[src/hdl/alg_pkg.sv]
package alg_pkg;

  // Field widths of the gate.
  localparam int LevelW   = 16;  // Q8.8 dB levels and thresholds
  localparam int HystW    = 15;  // unsigned Q7.8 dB hysteresis margin
  localparam int IntW     = 9;   // intensity, 256 means 1.0
  localparam int TickW    = 16;  // hold and release counters
  localparam int CfgIdxW  = 3;
  localparam int CfgDataW = 16;

  // Working widths. A signed difference of two levels fits in two extra bits.
  localparam int DiffW = LevelW + 2;
  // Products are a 9 bit intensity times a 16 bit count or span.
  localparam int ProdW = IntW + TickW;
  // Every quotient of this block is below 512, so the divider only
  // produces an intensity wide result.
  localparam int QuotW = IntW;
  localparam int CntW  = $clog2(QuotW + 1);

  // Reset values of the configuration registers.
  localparam logic                     RstEnable  = 1'b0;
  localparam logic signed [LevelW-1:0] RstLowThr  = -16'sd10240;
  localparam logic signed [LevelW-1:0] RstHighThr = 16'sd0;
  localparam logic        [HystW-1:0]  RstHyst    = 15'd768;
  localparam logic        [IntW-1:0]   RstFloor   = 9'd0;
  localparam logic        [IntW-1:0]   RstCeil    = 9'd256;
  localparam logic        [TickW-1:0]  RstHold    = 16'd0;
  localparam logic        [TickW-1:0]  RstRelease = 16'd100;

  typedef enum logic [CfgIdxW-1:0] {
    CFG_ENABLE   = 3'd0,
    CFG_LOW_THR  = 3'd1,
    CFG_HIGH_THR = 3'd2,
    CFG_HYST     = 3'd3,
    CFG_FLOOR    = 3'd4,
    CFG_CEIL     = 3'd5,
    CFG_HOLD     = 3'd6,
    CFG_RELEASE  = 3'd7
  } cfg_idx_e;

  typedef enum logic [3:0] {
    S_IDLE,
    S_DECIDE,
    S_CLAMP,
    S_MUL0,
    S_MUL1,
    S_MAP_DIV,
    S_MAP_WAIT,
    S_TICK,
    S_REL_MUL,
    S_REL_DIV,
    S_REL_WAIT,
    S_DONE
  } state_e;

  typedef struct packed {
    logic             start;
    logic [ProdW-1:0] dividend;
    logic [TickW-1:0] divisor;
  } div_req_t;

  typedef struct packed {
    logic             done;
    logic [QuotW-1:0] quotient;
  } div_rsp_t;

endpackage

[src/hdl/alg_div.sv]
// Restoring divider, one quotient bit per cycle. The caller guarantees that
// the dividend is below the divisor times 2**QuotW, so the top bits of the
// dividend already form a partial remainder smaller than the divisor.
module alg_div (
  input  logic             clk_i,
  input  logic             rst_ni,
  input  alg_pkg::div_req_t req_i,
  output alg_pkg::div_rsp_t rsp_o
);
  import alg_pkg::*;

  logic [TickW-1:0] rem_q, rem_d;
  logic [QuotW-1:0] quo_q, quo_d;
  logic [TickW-1:0] dvs_q, dvs_d;
  logic [CntW-1:0]  cnt_q, cnt_d;
  logic             done_q, done_d;
  logic [TickW:0]   trial;
  logic [TickW:0]   diff;
  logic             fits;

  assign trial = {rem_q, quo_q[QuotW-1]};
  assign diff  = trial - {1'b0, dvs_q};
  assign fits  = (trial >= {1'b0, dvs_q});

  always_comb begin
    rem_d  = rem_q;
    quo_d  = quo_q;
    dvs_d  = dvs_q;
    cnt_d  = cnt_q;
    done_d = 1'b0;
    if (req_i.start) begin
      rem_d = req_i.dividend[ProdW-1:QuotW];
      quo_d = req_i.dividend[QuotW-1:0];
      dvs_d = req_i.divisor;
      cnt_d = CntW'(QuotW);
    end else if (cnt_q != '0) begin
      rem_d  = fits ? diff[TickW-1:0] : trial[TickW-1:0];
      quo_d  = {quo_q[QuotW-2:0], fits};
      cnt_d  = cnt_q - 1'b1;
      done_d = (cnt_q == CntW'(1));
    end
  end

  always_ff @(posedge clk_i or negedge rst_ni) begin
    if (!rst_ni) begin
      cnt_q  <= '0;
      done_q <= 1'b0;
    end else begin
      cnt_q  <= cnt_d;
      done_q <= done_d;
    end
  end

  always_ff @(posedge clk_i) begin
    rem_q <= rem_d;
    quo_q <= quo_d;
    dvs_q <= dvs_d;
  end

  assign rsp_o.done     = done_q;
  assign rsp_o.quotient = quo_q;

endmodule

[src/hdl/audio_level_gate_hold_release.sv]
// Noise gate with hysteresis, hold and release, stepped once per millisecond
// tick. Each input transfer is one tick; a tick with window_done_i set also
// carries a fresh window level in Q8.8 dB. Every tick produces exactly one
// output transfer with the gate intensity (256 means 1.0) and the open flag.
// A closed gate opens when the level exceeds the low threshold and stays open
// while the level exceeds the low threshold minus the hysteresis. While open,
// the level is mapped linearly between the low and high thresholds onto the
// floor and ceiling intensities. After closing, the last intensity is held
// for hold_ticks ticks and then ramped down linearly over release_ticks ticks.
// With the gate disabled every tick returns zero and the state is kept.
// The block works on one tick at a time: its input is not ready again until
// the current tick has been handed to the output register. A zero span maps
// straight to the ceiling. A tick may remap the level or scale a release
// ramp step, but never both. Both use one 9x16 multiplier and one nine step
// serial divider, which the sequencer shares between the level mapping and
// the release ramp. A finished result sits in an output register, so the
// next tick may be taken while the previous result still waits; a tick that
// finishes while that register is still full waits until it is emptied.
// Configuration writes are taken at any time but must only be issued while
// no tick is in flight.
module audio_level_gate_hold_release (
  input  logic                                 clk_i,
  input  logic                                 rst_ni,
  input  logic                                 cfg_we_i,
  input  logic [alg_pkg::CfgIdxW-1:0]          cfg_idx_i,
  input  logic [alg_pkg::CfgDataW-1:0]         cfg_data_i,
  input  logic                                 in_valid_i,
  output logic                                 in_ready_o,
  input  logic                                 window_done_i,
  input  logic signed [alg_pkg::LevelW-1:0]    level_db_i,
  output logic                                 out_valid_o,
  input  logic                                 out_ready_i,
  output logic [alg_pkg::IntW-1:0]             intensity_o,
  output logic                                 gate_open_o
);
  import alg_pkg::*;

  // Configuration registers.
  logic                     en_q;
  logic signed [LevelW-1:0] low_q;
  logic signed [LevelW-1:0] high_q;
  logic [HystW-1:0]         hyst_q;
  logic [IntW-1:0]          floor_q;
  logic [IntW-1:0]          ceil_q;
  logic [TickW-1:0]         hold_ticks_q;
  logic [TickW-1:0]         rel_ticks_q;

  // Gate state that survives from tick to tick.
  logic             open_q, open_d;
  logic [TickW-1:0] hold_q, hold_d;
  logic [TickW-1:0] rel_q, rel_d;
  logic [IntW-1:0]  held_q, held_d;

  // Sequencer and working registers of the current tick.
  state_e                  state_q, state_d;
  logic                    wd_q, wd_d;
  logic signed [DiffW-1:0] lvl_q, lvl_d;
  logic signed [DiffW-1:0] den_q, den_d;
  logic signed [DiffW-1:0] num_q, num_d;
  logic [TickW-1:0]        d_q, d_d;
  logic [TickW-1:0]        n_q, n_d;
  logic [ProdW-1:0]        prod_q, prod_d;
  logic [IntW-1:0]         res_q, res_d;

  // Output register.
  logic            out_valid_q, out_valid_d;
  logic [IntW-1:0] out_int_q, out_int_d;
  logic            out_open_q, out_open_d;

  // Shared multiplier and divider.
  logic [IntW-1:0]  mul_a;
  logic [TickW-1:0] mul_b;
  logic [ProdW-1:0] mul_p;
  div_req_t         div_req;
  div_rsp_t         div_rsp;

  logic signed [DiffW-1:0] low_ext;
  logic signed [DiffW-1:0] high_ext;
  logic signed [DiffW-1:0] keep_thr;
  logic signed [DiffW-1:0] den_abs;
  logic signed [DiffW-1:0] num_adj;

  assign low_ext  = DiffW'(low_q);
  assign high_ext = DiffW'(high_q);
  // Level an open gate must stay above to remain open.
  assign keep_thr = low_ext - $signed({{(DiffW - HystW){1'b0}}, hyst_q});

  // A negative span maps the other way round; flip both terms so that the
  // fraction excess / span keeps its sign.
  assign den_abs = den_q[DiffW-1] ? -den_q : den_q;
  assign num_adj = den_q[DiffW-1] ? -num_q : num_q;

  assign mul_p = ProdW'(mul_a) * ProdW'(mul_b);

  alg_div u_div (
    .clk_i  (clk_i),
    .rst_ni (rst_ni),
    .req_i  (div_req),
    .rsp_o  (div_rsp)
  );

  always_ff @(posedge clk_i or negedge rst_ni) begin
    if (!rst_ni) begin
      en_q         <= RstEnable;
      low_q        <= RstLowThr;
      high_q       <= RstHighThr;
      hyst_q       <= RstHyst;
      floor_q      <= RstFloor;
      ceil_q       <= RstCeil;
      hold_ticks_q <= RstHold;
      rel_ticks_q  <= RstRelease;
    end else if (cfg_we_i) begin
      unique case (cfg_idx_e'(cfg_idx_i))
        CFG_ENABLE:   en_q         <= cfg_data_i[0];
        CFG_LOW_THR:  low_q        <= $signed(cfg_data_i[LevelW-1:0]);
        CFG_HIGH_THR: high_q       <= $signed(cfg_data_i[LevelW-1:0]);
        CFG_HYST:     hyst_q       <= cfg_data_i[HystW-1:0];
        CFG_FLOOR:    floor_q      <= cfg_data_i[IntW-1:0];
        CFG_CEIL:     ceil_q       <= cfg_data_i[IntW-1:0];
        CFG_HOLD:     hold_ticks_q <= cfg_data_i[TickW-1:0];
        CFG_RELEASE:  rel_ticks_q  <= cfg_data_i[TickW-1:0];
      endcase
    end
  end

  // Next state and datapath control of the tick sequencer.
  always_comb begin
    state_d     = state_q;
    open_d      = open_q;
    hold_d      = hold_q;
    rel_d       = rel_q;
    held_d      = held_q;
    wd_d        = wd_q;
    lvl_d       = lvl_q;
    den_d       = den_q;
    num_d       = num_q;
    d_d         = d_q;
    n_d         = n_q;
    prod_d      = prod_q;
    res_d       = res_q;
    out_valid_d = out_valid_q & ~out_ready_i;
    out_int_d   = out_int_q;
    out_open_d  = out_open_q;
    mul_a       = floor_q;
    mul_b       = d_q - n_q;
    div_req.start    = 1'b0;
    div_req.dividend = prod_q;
    div_req.divisor  = d_q;

    unique case (state_q)
      S_IDLE: begin
        if (in_valid_i) begin
          wd_d  = window_done_i;
          lvl_d = DiffW'(level_db_i);
          if (en_q) begin
            state_d = S_DECIDE;
          end else begin
            // Disabled: zero result and no state update.
            res_d   = '0;
            state_d = S_DONE;
          end
        end
      end

      S_DECIDE: begin
        den_d   = high_ext - low_ext;
        num_d   = lvl_q - low_ext;
        state_d = S_TICK;
        if (wd_q) begin
          if (open_q) begin
            if (lvl_q > keep_thr) begin
              state_d = S_CLAMP;
            end else begin
              open_d = 1'b0;
              hold_d = hold_ticks_q;
              if (hold_ticks_q == '0) begin
                rel_d = rel_ticks_q;
              end
            end
          end else if (lvl_q > low_ext) begin
            open_d  = 1'b1;
            hold_d  = '0;
            rel_d   = '0;
            state_d = S_CLAMP;
          end
        end
      end

      S_CLAMP: begin
        if (den_q == '0) begin
          // Zero span gives full ceiling.
          held_d  = ceil_q;
          state_d = S_TICK;
        end else begin
          d_d = den_abs[TickW-1:0];
          if (num_adj[DiffW-1]) begin
            n_d = '0;
          end else if (num_adj > den_abs) begin
            n_d = den_abs[TickW-1:0];
          end else begin
            n_d = num_adj[TickW-1:0];
          end
          state_d = S_MUL0;
        end
      end

      S_MUL0: begin
        mul_a   = floor_q;
        mul_b   = d_q - n_q;
        prod_d  = mul_p;
        state_d = S_MUL1;
      end

      S_MUL1: begin
        mul_a   = ceil_q;
        mul_b   = n_q;
        prod_d  = prod_q + mul_p;
        state_d = S_MAP_DIV;
      end

      S_MAP_DIV: begin
        div_req.start = 1'b1;
        state_d       = S_MAP_WAIT;
      end

      S_MAP_WAIT: begin
        if (div_rsp.done) begin
          held_d  = div_rsp.quotient;
          state_d = S_TICK;
        end
      end

      S_TICK: begin
        state_d = S_DONE;
        if (open_q) begin
          res_d = held_q;
        end else if (hold_q != '0) begin
          res_d  = held_q;
          hold_d = hold_q - 1'b1;
          if (hold_q == TickW'(1)) begin
            rel_d = rel_ticks_q;
          end
        end else if (rel_q != '0) begin
          if (rel_q >= rel_ticks_q) begin
            // Ramp longer than its register: ratio saturates at one.
            res_d = held_q;
            rel_d = rel_q - 1'b1;
          end else begin
            state_d = S_REL_MUL;
          end
        end else begin
          held_d = '0;
          res_d  = '0;
        end
      end

      S_REL_MUL: begin
        mul_a   = held_q;
        mul_b   = rel_q;
        prod_d  = mul_p;
        rel_d   = rel_q - 1'b1;
        state_d = S_REL_DIV;
      end

      S_REL_DIV: begin
        div_req.start   = 1'b1;
        div_req.divisor = rel_ticks_q;
        state_d         = S_REL_WAIT;
      end

      S_REL_WAIT: begin
        if (div_rsp.done) begin
          res_d   = div_rsp.quotient;
          state_d = S_DONE;
        end
      end

      S_DONE: begin
        // Wait until the output register is free or being emptied.
        if (!out_valid_q || out_ready_i) begin
          out_valid_d = 1'b1;
          out_int_d   = res_q;
          out_open_d  = en_q & open_q;
          state_d     = S_IDLE;
        end
      end

      default: begin
        state_d = S_IDLE;
      end
    endcase
  end

  always_ff @(posedge clk_i or negedge rst_ni) begin
    if (!rst_ni) begin
      state_q     <= S_IDLE;
      open_q      <= 1'b0;
      hold_q      <= '0;
      rel_q       <= '0;
      held_q      <= '0;
      out_valid_q <= 1'b0;
    end else begin
      state_q     <= state_d;
      open_q      <= open_d;
      hold_q      <= hold_d;
      rel_q       <= rel_d;
      held_q      <= held_d;
      out_valid_q <= out_valid_d;
    end
  end

  always_ff @(posedge clk_i) begin
    wd_q      <= wd_d;
    lvl_q     <= lvl_d;
    den_q     <= den_d;
    num_q     <= num_d;
    d_q       <= d_d;
    n_q       <= n_d;
    prod_q    <= prod_d;
    res_q     <= res_d;
    out_int_q <= out_int_d;
    out_open_q <= out_open_d;
  end

  assign in_ready_o  = (state_q == S_IDLE);
  assign out_valid_o = out_valid_q;
  assign intensity_o = out_int_q;
  assign gate_open_o = out_open_q;

  // The hold counter only runs on a closed gate.
  a_hold_closed : assert property (@(posedge clk_i) disable iff (!rst_ni)
    (hold_q != '0) |-> !open_q)
    else $error("hold counter running while gate is open");

  // Opening clears the release ramp and nothing reloads it while open.
  a_release_closed : assert property (@(posedge clk_i) disable iff (!rst_ni)
    open_q |-> (rel_q == '0))
    else $error("release ramp active while gate is open");

  // A divider result only arrives while the sequencer waits for it.
  a_div_done_wait : assert property (@(posedge clk_i) disable iff (!rst_ni)
    div_rsp.done |-> (state_q == S_MAP_WAIT || state_q == S_REL_WAIT))
    else $error("divider finished outside a wait state");

  // One tick at a time: a transfer in closes the input until it is done.
  a_one_tick : assert property (@(posedge clk_i) disable iff (!rst_ni)
    (in_valid_i && in_ready_o) |=> !in_ready_o)
    else $error("input taken again before the tick was finished");

endmodule
[config.mk]
export PLATFORM = sky130hd
export DESIGN_NAME = audio_level_gate_hold_release
export DESIGN_NICKNAME = d
export VERILOG_FILES = /design/src/hdl/alg_pkg.sv /design/src/hdl/alg_div.sv /design/src/hdl/audio_level_gate_hold_release.sv
export SDC_FILE = /design/constraint.sdc
export NUM_CORES = 1
export LEC_CHECK = 0
export BUFFER_PORTS_ARGS = -buffer_cell sky130_fd_sc_hd__buf_2
export CAP_MARGIN = 10
export CORE_ASPECT_RATIO = 1.2
export CORE_MARGIN = 2
export CORE_UTILIZATION = 51
export DETAILED_ROUTE_END_ITERATION = 16
export GPL_TIMING_DRIVEN = 1
export PLACE_DENSITY = 0.7
export SYNTH_ARGS = -nofsm -noshare
export SYNTH_HDL_FRONTEND = slang
export SYNTH_HIERARCHICAL = 1
export SYNTH_SLANG_ARGS = --single-unit
[constraint.sdc]
create_clock -name clk_i -period 8.08 [get_ports clk_i]
set_input_delay 0 -clock clk_i [delete_from_list [all_inputs] [get_ports clk_i]]
set_output_delay 0 -clock clk_i [all_outputs]
set_load 0.1 [all_outputs]
## Word level (Yosys, flattened, before mapping)

Index checks and enable logic that the tools add are counted.

- Input port bits: 41
- Flip-flop bits (word level): 320

- Muxes and demuxes: 67
- Bitwise logic cells: 4
- Equal/unequal tests: 38
- Order comparisons: 5
- $add $sub $neg: 11
- Multiply operators: 1
- Reductions and logical operators: 34

Operator list:

| kind | number |
|---|---|
| $mux 16 | 20 |
| $mux 9 | 13 |
| $pmux 16 s2 | 2 |
| $pmux 9 s3 | 2 |
| $sub 16x16->17 | 3 |
| $pmux 25 s2 | 1 |
| $pmux 16 s3 | 1 |
| $pmux 4 s12 | 1 |
| $mux 18 | 2 |
| $mux 4 | 9 |
| $neg 18->18 | 2 |
| $reduce_bool 16->1 | 2 |
| $sub 16x1->16 const B | 2 |
| $sub 16x16->16 | 2 |
| $add 25x25->25 | 1 |
| $mul 9x16->25 | 1 |
| $reduce_and 2->1 | 12 |
| $gt 18x18->1 | 1 |
| $logic_not 18->1 | 1 |
| $ne 2x2->1 const B | 9 |
| $ne 3x3->1 const B | 6 |
| $pmux 9 s2 | 1 |
| $ge 17x16->1 | 1 |
| $gt 16x17->1 | 1 |
| 31 further kinds | 64 |

## Depth between registers and ports, before layout

- Depth after elaboration: 6
- Depth in mapped cells: 37
- Mapped depth without buffers: 37

## Hierarchy

The synthesis kept the hierarchy.

Modules (own cells, without submodules):

| module | area an instance (um2) | sequential area each (um2) | cells an instance | times used |
|---|---|---|---|---|
| audio_level_gate_hold_release | 21,720.8 | 7,454.6 | 2,253 | 1 |
| alg_div | 2,976.6 | 1,356.3 | 280 | 1 |

## Worst setup path after synthesis

OpenSTA, ideal clock, no wires.

- Path kind: reg-to-reg
- Start: register d_q[2]
- End: register prod_q[24] (data pin)
- Required time: 7.820 ns
- Cell stages (with the launch flop): 33
- Clock period less this slack: 8.280 ns
- Arrival: 8.020 ns
- Path buffers: 0
- Setup slack: -0.200 ns
- Setup time: 0.260 ns
- Cells stage by stage: edfxtp_1 > ha_1 > nor2b_1 > o21a_1 > o21ai_0 > a21oi_1 > o21a_1 > o21a_1 > o21a_1 > o31ai_1 > nand2_1 > fa_1 > inv_1 > fa_1 > fa_1 > inv_1 > fa_1 > inv_1 > ha_1 > or3_1 > or4_1 > a31oi_1 > o21ai_1 > a21oi_1 > xnor2_1 > ha_1 > a21o_1 > a21oi_1 > nor3b_1 > a21oi_1 > or3b_2 > a21oi_1 > xnor2_1

- Cells in the longest elaborated chain, start to end: 5

Ends and longest elaborated chain:

| element | line | RTL |
|---|---|---|
| start, declared | audio_level_gate_hold_release.sv:60 | `logic [TickW-1:0] d_q, d_d;` |
| start signal, assigned | audio_level_gate_hold_release.sv:317 | `d_q <= d_d;` |
| $sub 16x16->16 (*) | audio_level_gate_hold_release.sv:145, audio_level_gate_hold_release.sv:209 |  |
| $pmux 16 s2 (*) | audio_level_gate_hold_release.sv:150 | `unique case (state_q)` |
| $mul 9x16->25 (*) | audio_level_gate_hold_release.sv:93 | `assign mul_p = ProdW'(mul_a) * ProdW'(mul_b);` |
| $add 25x25->25 | audio_level_gate_hold_release.sv:217 | `prod_d = prod_q + mul_p;` |
| $pmux 25 s2 (*) | audio_level_gate_hold_release.sv:150 |  |
| net prod_d[24] | audio_level_gate_hold_release.sv:62 | `logic [ProdW-1:0] prod_q, prod_d;` |
| end signal, assigned | audio_level_gate_hold_release.sv:319 | `prod_q <= prod_d;` |
| end, declared | audio_level_gate_hold_release.sv:62 |  |

The timed path passes the listed nets; every way through them passes the cells marked *.
A chain may end at the register's enable or synchronous reset.

## Worst setup path after layout

- Start: register d_q[0]
- End: register prod_q[24] (data pin)

The elaborated chain is that of the path after synthesis.

==> impl_metrics.tcl <==
set metrics [dict create \
    fp-row-count 88 \
    netlist.area_leader.share_pct 20.4 \
    crit_fanout 3 \
    fin_nets 3122 \
    slew_violations 0 \
    grt_usage_pct 27.8 \
    end_kind "register" \
    grt_remaining_overflow 0 \
    drt_first_pass_iters 6 \
    io_buffers 52 \
    ys_top_cells_by_count "inv_1, nor2_1, ha_1" \
    status "finished with violations" \
    slowest_delay_ns 0.53 \
    drive_gt1_share_pct 18.6 \
    maxCapViolations 0 \
    multi_input_area_um2 15000 \
    cts_tree "done" \
    yosys-top-cells-area "edfxtp_1, dfrtp_1, ha_1" \
    worst_setup_path_start_kind "register" \
    regArea_um2 8810 \
    grt_pass1_vias 20400 \
    rsz0062_at_grt "true" \
    slew_headroom_pct 28.4 \
    fin_setup_tns_ns -0.0674 \
    largest_reg_flops 25 \
    skew_ns 0.0439 \
    die_h_um 245 \
    clkTransAtPathRegs_ns 0.06 \
    worst_slack_ns -0.0363 \
    core_area_um2 48000 \
    clockBufferDepth 3 \
    wl_mm 69.3 \
    clk_latency_ns 0.60 \
    io_pins 53 \
    dp.cells 3295 \
    avgRoutedWirePerCell_um 20.2 \
    dieArea_um2 50200 \
    cts_buffers 38 \
    start_util_pct 51.4 \
    path_class "register to register" \
    synthArstFlopShare_pct 47.2 \
    vias 20100 \
    seq_area_frac_synth_pct 35.7 \
    syn-cell-area_um2 24700 \
    ys.flop_type "edfxtp_1" \
    slowest_stage "or4_4" \
    antenna_found_initial 3 \
    top_regs "prod_q: 25 flops, den_q: 17 flops, num_q: 17 flops" \
    syn-num-nets 2888 \
    fillers 4032 \
    cts_sinks 318 \
    top_register "prod_q" \
    violations "setup timing" \
    netlist_instances 2533 \
    fmax_mhz 123 \
    synth_top_area_cell "edfxtp_1" \
    worst_slew_pin_slew_ns 1.07 \
    ant_nets 0 \
    crit_required_ns 8.39 \
    fin_crit_sh_pct 100 \
    clockRootBuffer "clkbuf_16" \
    hp-class "input port to register" \
    vias_per_cell 5.87 \
    stdcell_count 3428 \
    synth_warnings 6 \
    synthToLayoutAreaGrowth_pct 17.2 \
    setup_viol_count_final 2 \
    ctsHtreeMaxLevel 2 \
    dp_hpwl_mm 52.4 \
    grt_max_degree 85 \
    synth_cell_types 91 \
    yosysMostFrequentCell "inv_1" \
    min_period_ns 8.12 \
    gp_congestion 0.950 \
    grt_pass1_wl_mm 109 \
    ys_seq_elements 318 \
    fp.dieW_um 205 \
    drt-initial-drc-count 1485 \
    hold_viol 0 \
    syn_avg_cell_area_um2 9.75 \
    drc 0 \
    worstPathArrival_ns 8.43 \
    synth_edf_count 168 \
]
-- layout by cell type (no fill, tap or decap), types with 19 or more instances in the layout --
cell / count
dfrtp_1: 140
buf_4: 177
nor2_1: 206
nand3_1: 28
buf_2: 51
xor2_1: 32
clkbuf_16: 38
dlygate4sd3_1: 38
nand2_1: 170
o31ai_1: 30
and3_1: 21
ha_1: 202
nor2b_1: 31
edfxtp_1: 168
a22oi_1: 26
fa_1: 104
nor3_1: 59
xnor2_1: 87
a21o_1: 34
o21ai_0: 152
nand2b_1: 50
o21a_1: 29
a21oi_2: 19
a21oi_1: 119
inv_1: 276
mux2_2: 109
-- what timing repair did --
action	4_1_cts	5_1_grt
gates resized for setup	17	66
buffers inserted	3	22
pin swaps	14	72
endpoints found under the hold margin	202	0
hold buffers	38	0
endpoints found under the setup margin	6	9
-- worst max-delay path, delay by kind of cell, from the launching register on --
kind / cells / cell delay (ns)
compound gates: 12 / 2.05
xor+xnor: 2 / 0.25
fa+ha+maj: 8 / 2.85
buf+inv: 5 / 0.37
flops: 1 / 0.37
simple gates: 9 / 1.96
-- area by class of cell --
cell class / instances / share of cell area, %
antenna: 1 / 0.00865
clock buffer: 46 / 3.39
clock inverter: 24 / 0.955
inverter: 281 / 3.64
multi-input combinational: 1855 / 51.7
sequential: 318 / 30.4
tap: 630 / 2.72
timing repair buffer: 273 / 7.15
-- path summary, 6_finish.rpt --
check | depth (start not counted) | end | slack, ns | start
max in group asynchronous | 3 | floor_q[4] | 6.61 | rst_ni
worst max-delay path | 36 | prod_q[24] | -0.04 | d_q[0]
worst min-delay path | 4 | en_q | 0.02 | cfg_we_i
worst max register to register | 36 | prod_q[24] | -0.04 | d_q[0]
worst min register to register | 0 | intensity_o[6] | 0.42 | res_q[6]
min in group asynchronous | 2 | hold_q[8] | 0.05 | rst_ni
-- kinds of logic (layout without fill, tap and decap cells) --
kind of cell | count (synthesis) | after routing | synth area share, %
compound gates | 601 | 601 | 16.0
xor+xnor | 126 | 126 | 4.47
fa+ha+maj | 314 | 314 | 19.1
buf+inv | 360 | 624 | 5.57
flops | 318 | 318 | 35.7
mux | 128 | 128 | 5.74
other cells | 1 | 2 | 0.0152
simple gates | 685 | 685 | 13.4
-- through the flow --
stage | instance area [um^2] | setup WS, ns | utilization, % | hold slack [ns]
after CTS | 28500 | -0.0408 | 59.3 | 0.00841
after detailed placement | 26700 | -0.474 | 55.7 | 0.122
after floorplan | 24700 | 0.00576 | - | -0.296
after global routing | 28900 | -0.283 | 60.3 | 0.0513
after global placement | 26700 | -0.263 | 55.7 | 0.110
final | 28900 | -0.0363 | 60.3 | 0.0176
-- routing by layer --
layer / wire (um) / vias to the layer above / global-route usage [%]
li1: - / 9483 / -
met4: 3940 / 0 / 13.2
met1: 26800 / 9842 / 31.9
met3: 3290 / 212 / 4.47
met5: 0 / - / 0
met2: 35200 / 596 / 50.3
Power is left out: the tool's default activity adds up to more than one toggle a clock period on the data nets, which glitch-free logic cannot reach.
